### config.mk
export PLATFORM = sky130hd
export DESIGN_NAME = hpe_cell
export DESIGN_NICKNAME = d
export VERILOG_FILES = /design/src/rtl/hpe_pkg.sv /design/src/rtl/hpe_cell.sv
export SDC_FILE = /design/constraint.sdc
export NUM_CORES = 2
export LEC_CHECK = 0
export BUFFER_PORTS_ARGS = -buffer_cell sky130_fd_sc_hd__buf_2
export CAP_MARGIN = 30
export CORE_MARGIN = 8
export CORE_UTILIZATION = 55
export CTS_CLUSTER_DIAMETER = 80
export DETAILED_ROUTE_END_ITERATION = 8
export PLACE_DENSITY = 0.82
export SYNTH_ARGS = -nofsm -noshare
export SYNTH_HDL_FRONTEND = slang
export SYNTH_SLANG_ARGS = --single-unit
### constraint.sdc
create_clock -name clock -period 23.1 [get_ports clock]
set_input_delay 5.775 -clock clock [delete_from_list [all_inputs] [get_ports clock]]
set_output_delay 5.775 -clock clock [all_outputs]
set_load 0.05 [all_outputs]
### src/rtl/hpe_pkg.sv
// Shared types and constants of the Horner polynomial evaluator.
package hpe_pkg;

   localparam int DATA_W        = 32;
   localparam int ORDER_W       = 3;
   localparam int CSR_IDX_W     = 3;
   localparam int DEF_MAX_ORDER = 6;
   localparam int DEF_FRAC_BITS = 16;

   // Register map
   localparam logic [CSR_IDX_W-1:0] CSR_POLY_ORDER = 3'd0;
   localparam logic [CSR_IDX_W-1:0] CSR_COEF_BASE  = 3'd1;

   // Item traveling down the cell chain
   typedef struct packed {
      logic signed [DATA_W-1:0] acc;
      logic signed [DATA_W-1:0] x;
      logic                     sat;
      logic                     last;
   } hpe_item_type;

endpackage

### src/rtl/hpe_cell.sv
// One Horner step cell: registered multiply, then round, add and saturate (or pass the accumulator when disabled).
module hpe_cell #(
   parameter int FRAC_BITS = hpe_pkg::DEF_FRAC_BITS
) (
   input  logic                                clock,
   input  logic                                reset,
   input  logic                                enable,
   input  logic signed [hpe_pkg::DATA_W-1:0]   coef,
   input  logic                                in_valid,
   output logic                                in_ready,
   input  hpe_pkg::hpe_item_type               in_item,
   output logic                                out_valid,
   input  logic                                out_ready,
   output hpe_pkg::hpe_item_type               out_item
);
   import hpe_pkg::*;

   localparam int PW = 2 * DATA_W;
   localparam logic signed [PW-1:0] HALF =
      (FRAC_BITS > 0) ? (64'sd1 <<< (FRAC_BITS > 0 ? FRAC_BITS - 1 : 0)) : 64'sd0;
   localparam logic signed [PW-1:0] SAT_HI = 64'sh0000_0000_7FFF_FFFF;
   localparam logic signed [PW-1:0] SAT_LO = -64'sh0000_0000_8000_0000;
   localparam logic signed [DATA_W-1:0] ACC_MAX = 32'sh7FFF_FFFF;
   localparam logic signed [DATA_W-1:0] ACC_MIN = -32'sh8000_0000;

   logic                  a_valid_ff, a_valid_in;
   logic signed [PW-1:0]  a_prod_ff, a_prod_in;
   hpe_item_type          a_item_ff, a_item_in;
   logic                  b_valid_ff, b_valid_in;
   hpe_item_type          b_item_ff, b_item_in;
   logic                  a_ready, b_ready;
   logic signed [PW-1:0]  prod, shifted, sum;

   always_comb begin
      b_ready    = !b_valid_ff || out_ready;
      a_ready    = !a_valid_ff || b_ready;
      prod       = in_item.acc * in_item.x;
      shifted    = (a_prod_ff + HALF) >>> FRAC_BITS;
      sum        = shifted + PW'(coef);

      a_valid_in = a_valid_ff;
      a_prod_in  = a_prod_ff;
      a_item_in  = a_item_ff;
      if (a_ready) begin
         a_valid_in = in_valid;
         a_prod_in  = prod;
         a_item_in  = in_item;
      end

      b_valid_in = b_valid_ff;
      b_item_in  = b_item_ff;
      if (b_ready) begin
         b_valid_in = a_valid_ff;
         b_item_in  = a_item_ff;
         if (enable) begin
            if (sum > SAT_HI) begin
               b_item_in.acc = ACC_MAX;
               b_item_in.sat = 1'b1;
            end else if (sum < SAT_LO) begin
               b_item_in.acc = ACC_MIN;
               b_item_in.sat = 1'b1;
            end else begin
               b_item_in.acc = sum[DATA_W-1:0];
            end
         end
      end
   end

   always_ff @(posedge clock) begin
      if (reset) begin
         a_valid_ff <= 1'b0;
         b_valid_ff <= 1'b0;
      end else begin
         a_valid_ff <= a_valid_in;
         b_valid_ff <= b_valid_in;
      end
      a_prod_ff <= a_prod_in;
      a_item_ff <= a_item_in;
      b_item_ff <= b_item_in;
   end

   assign in_ready  = a_ready;
   assign out_valid = b_valid_ff;
   assign out_item  = b_item_ff;

endmodule

==> out/summary.txt <==
First-pass GRT wire length: 204200 µm
Synthesized net count: 6045
WL final: 129100 µm
DR iter-0 viols: 3430
Synth top area share: 0.4766
#FFs+latches synth: 183
Slew Limit Fails: 0
DR WL/cell: 22.58 µm
H-tree lvl count: 4
Most used DFF post-synth: edfxtp_1
Buffers plus inverters on the worst setup path: 6
Reg area: 0.005475 mm²
Fillers: 6692
Sequential share of the synthesized area: 0.1205
Crit path DAT: 14250 ps
Clk root buf: clkbuf_16
# nets final: 6044
Num CTS Buffers: 17
Width of the die: 303.5 µm
I/O Pins: 171
Max-cap violations: 0
Syn avg cell area: 9.813 µm²
Synth Instances: 4631
RD Place Congestion: 0.9738
CTS Hold Buffers Added: 0
Outcome: finished, final reports clean
Clock Sinks: 183
CTS Buffer Depth: 2
Setup Buffers After CTS: 0
RSZ-0062 raised after global routing: false
Post-synth top cells: fa_1, inv_1, nand2_1
Vias in the first global route: 36700
CP Class: in2reg
Largest net degree at the start of global routing: 76
GR Overflow Total: 0
Final setup fails: 0
Area of the multi-input gates: 0.03553 mm²
Post-synthesis cell type count: 78
CP Launch Type: input pin
DRC violations left: 0
CTS tree: built
CP top delay family: adder cells
Worst-path clk slew: 80 ps
Clock skew: 14.76 ps
Routed vias: 33510
Largest stage delay on the critical path: 1080 ps
Drt first pass iters: 6
Tcrit/Tclk final: 0.6084
Mapped Area: 0.04545 mm²
Die Y: 303.5 µm
Slew @ Worst Pin: 1116 ps
Final Core Density: 0.5821
Initial antenna violation count: 7
Slowest CP cell: fa_1
Post-Layout Cell Count: 5716
Via density: 5.863
HPWL after DPL: 95880 µm
Worst EP required: 23290 ps
Crit-path cells: buf_2, nand2_1, inv_1, fa_1, fa_1, fa_1, fa_1, inv_1, fa_1, inv_1, fa_1, inv_1, fa_1, inv_1, fa_1, ha_1, a21o_1, a21oi_1, o211ai_1, o211ai_1, a21oi_1, a211oi_1, o21bai_1, xnor2_1
Yosys top cell by area: fa_1
Reg2reg setup slack: 15470 ps
Ys Warns: 0
Layout area overhead: 4.997%
Slew headroom: 0.2560
Setup TNS: 0 ps
Dpl cells: 5679
Most common cell in the netlist: fa_1
F_max: 0.07116 GHz
Hold Vio Cnt, Final: 0
Clk_lat worst skew: 460 ps
Core Area: 0.08198 mm²
Min Tclk post-route: 14050 ps
CP Capture Type: flop
GRT Total Usage: 0.2885
Worst hold path class: reg2reg
Hold Worst Slack: 418.3 ps
Async set-reset flop share out of synthesis: 0
Starting density of the core: 0.5544
Port bufs: 170
Post-CTS resize count: 0
Die area: 0.09208 mm²
Antenna-violating nets left: 0
Most frequent cell on the critical path: fa_1
CP Max Fanout: 33
Rows: 105
Share of layout cells above drive strength 1: 0.05837
Number of synthesized flops with an enable pin: 181
Ranking of synthesized cells by area: fa_1, edfxtp_1, inv_1
[metal layers]
| metal | share of wire | wire length [µm] | GRT usage | vias up |
|---|---|---|---|---|
| met3 | 0.12 | 15970 | 0.07629 | 402 |
| met1 | 0.37 | 47230 | 0.3707 | 16950 |
| li1 | - | - | - | 13970 |
| met2 | 0.47 | 60090 | 0.4667 | 2190 |
| met5 | 0.00024 | 31 | 0 | - |
| met4 | 0.045 | 5751 | 0.1161 | 4 |
[path summary, 6_finish.rpt]
kind                           start                      end  depth (start not counted)
max reg2reg  a_prod_ff[16]$_DFFE_PP_   out_item[56]$_DFFE_PP_                         20
min reg2reg  a_item_ff[13]$_DFFE_PP_   out_item[13]$_DFFE_PP_                          0
min          a_item_ff[13]$_DFFE_PP_   out_item[13]$_DFFE_PP_                          0
max                       in_item[4]  a_prod_ff[63]$_DFFE_PP_                         24
[flip-flops by register name (all words and copies together) (netlist names)]
signal      count
a_valid_ff      1
out_item       66
out_valid       1
a_prod_ff      49
a_item_ff      66
[per-stage QoR]
stage               setup slack, ps  instance area [µm²]
global placement               8811                47050
floorplan                      8757                45450
CTS                            9104                47670
finish                         9047                47720
detailed placement             8618                47070
global route                   8645                47710
[placed cells by master (no fill, tap or decap), types with 19 or more instances in the layout]
cell,instances
ha_1,229
nor3_1,26
and2_1,517
nand3_1,38
nand4_1,38
inv_1,953
xnor2_1,92
nand2_1,580
a21oi_1,122
o21ai_0,52
a21o_1,45
nor2_1,139
and3_1,22
xor2_1,49
buf_4,35
fa_1,1082
buf_2,170
a31oi_1,25
o21a_1,19
edfxtp_1,181
[layout make-up]
class / count / share of cell area
multi-input combinational: 3264 / 0.7447
sequential: 183 / 0.1147
inverter: 955 / 0.07512
tap: 1070 / 0.02806
timing repair buffer: 209 / 0.02465
clock buffer: 17 / 0.008915
clock inverter: 15 / 0.003671
antenna: 3 / 0.0001573
[logic make-up after synthesis]
family	count (synthesis)	synth area share
adder cells (fa/ha/maj)	1311	0.5397
XOR/XNOR	143	0.02789
AO/OA/AOI/OAI	384	0.05694
flip-flops	183	0.1205
AND/OR/NAND/NOR	1426	0.1568
buffers and inverters	1184	0.09823
Power is not shown: default switching activity piles up to over one toggle a cycle in this logic, so the estimate is an artifact.
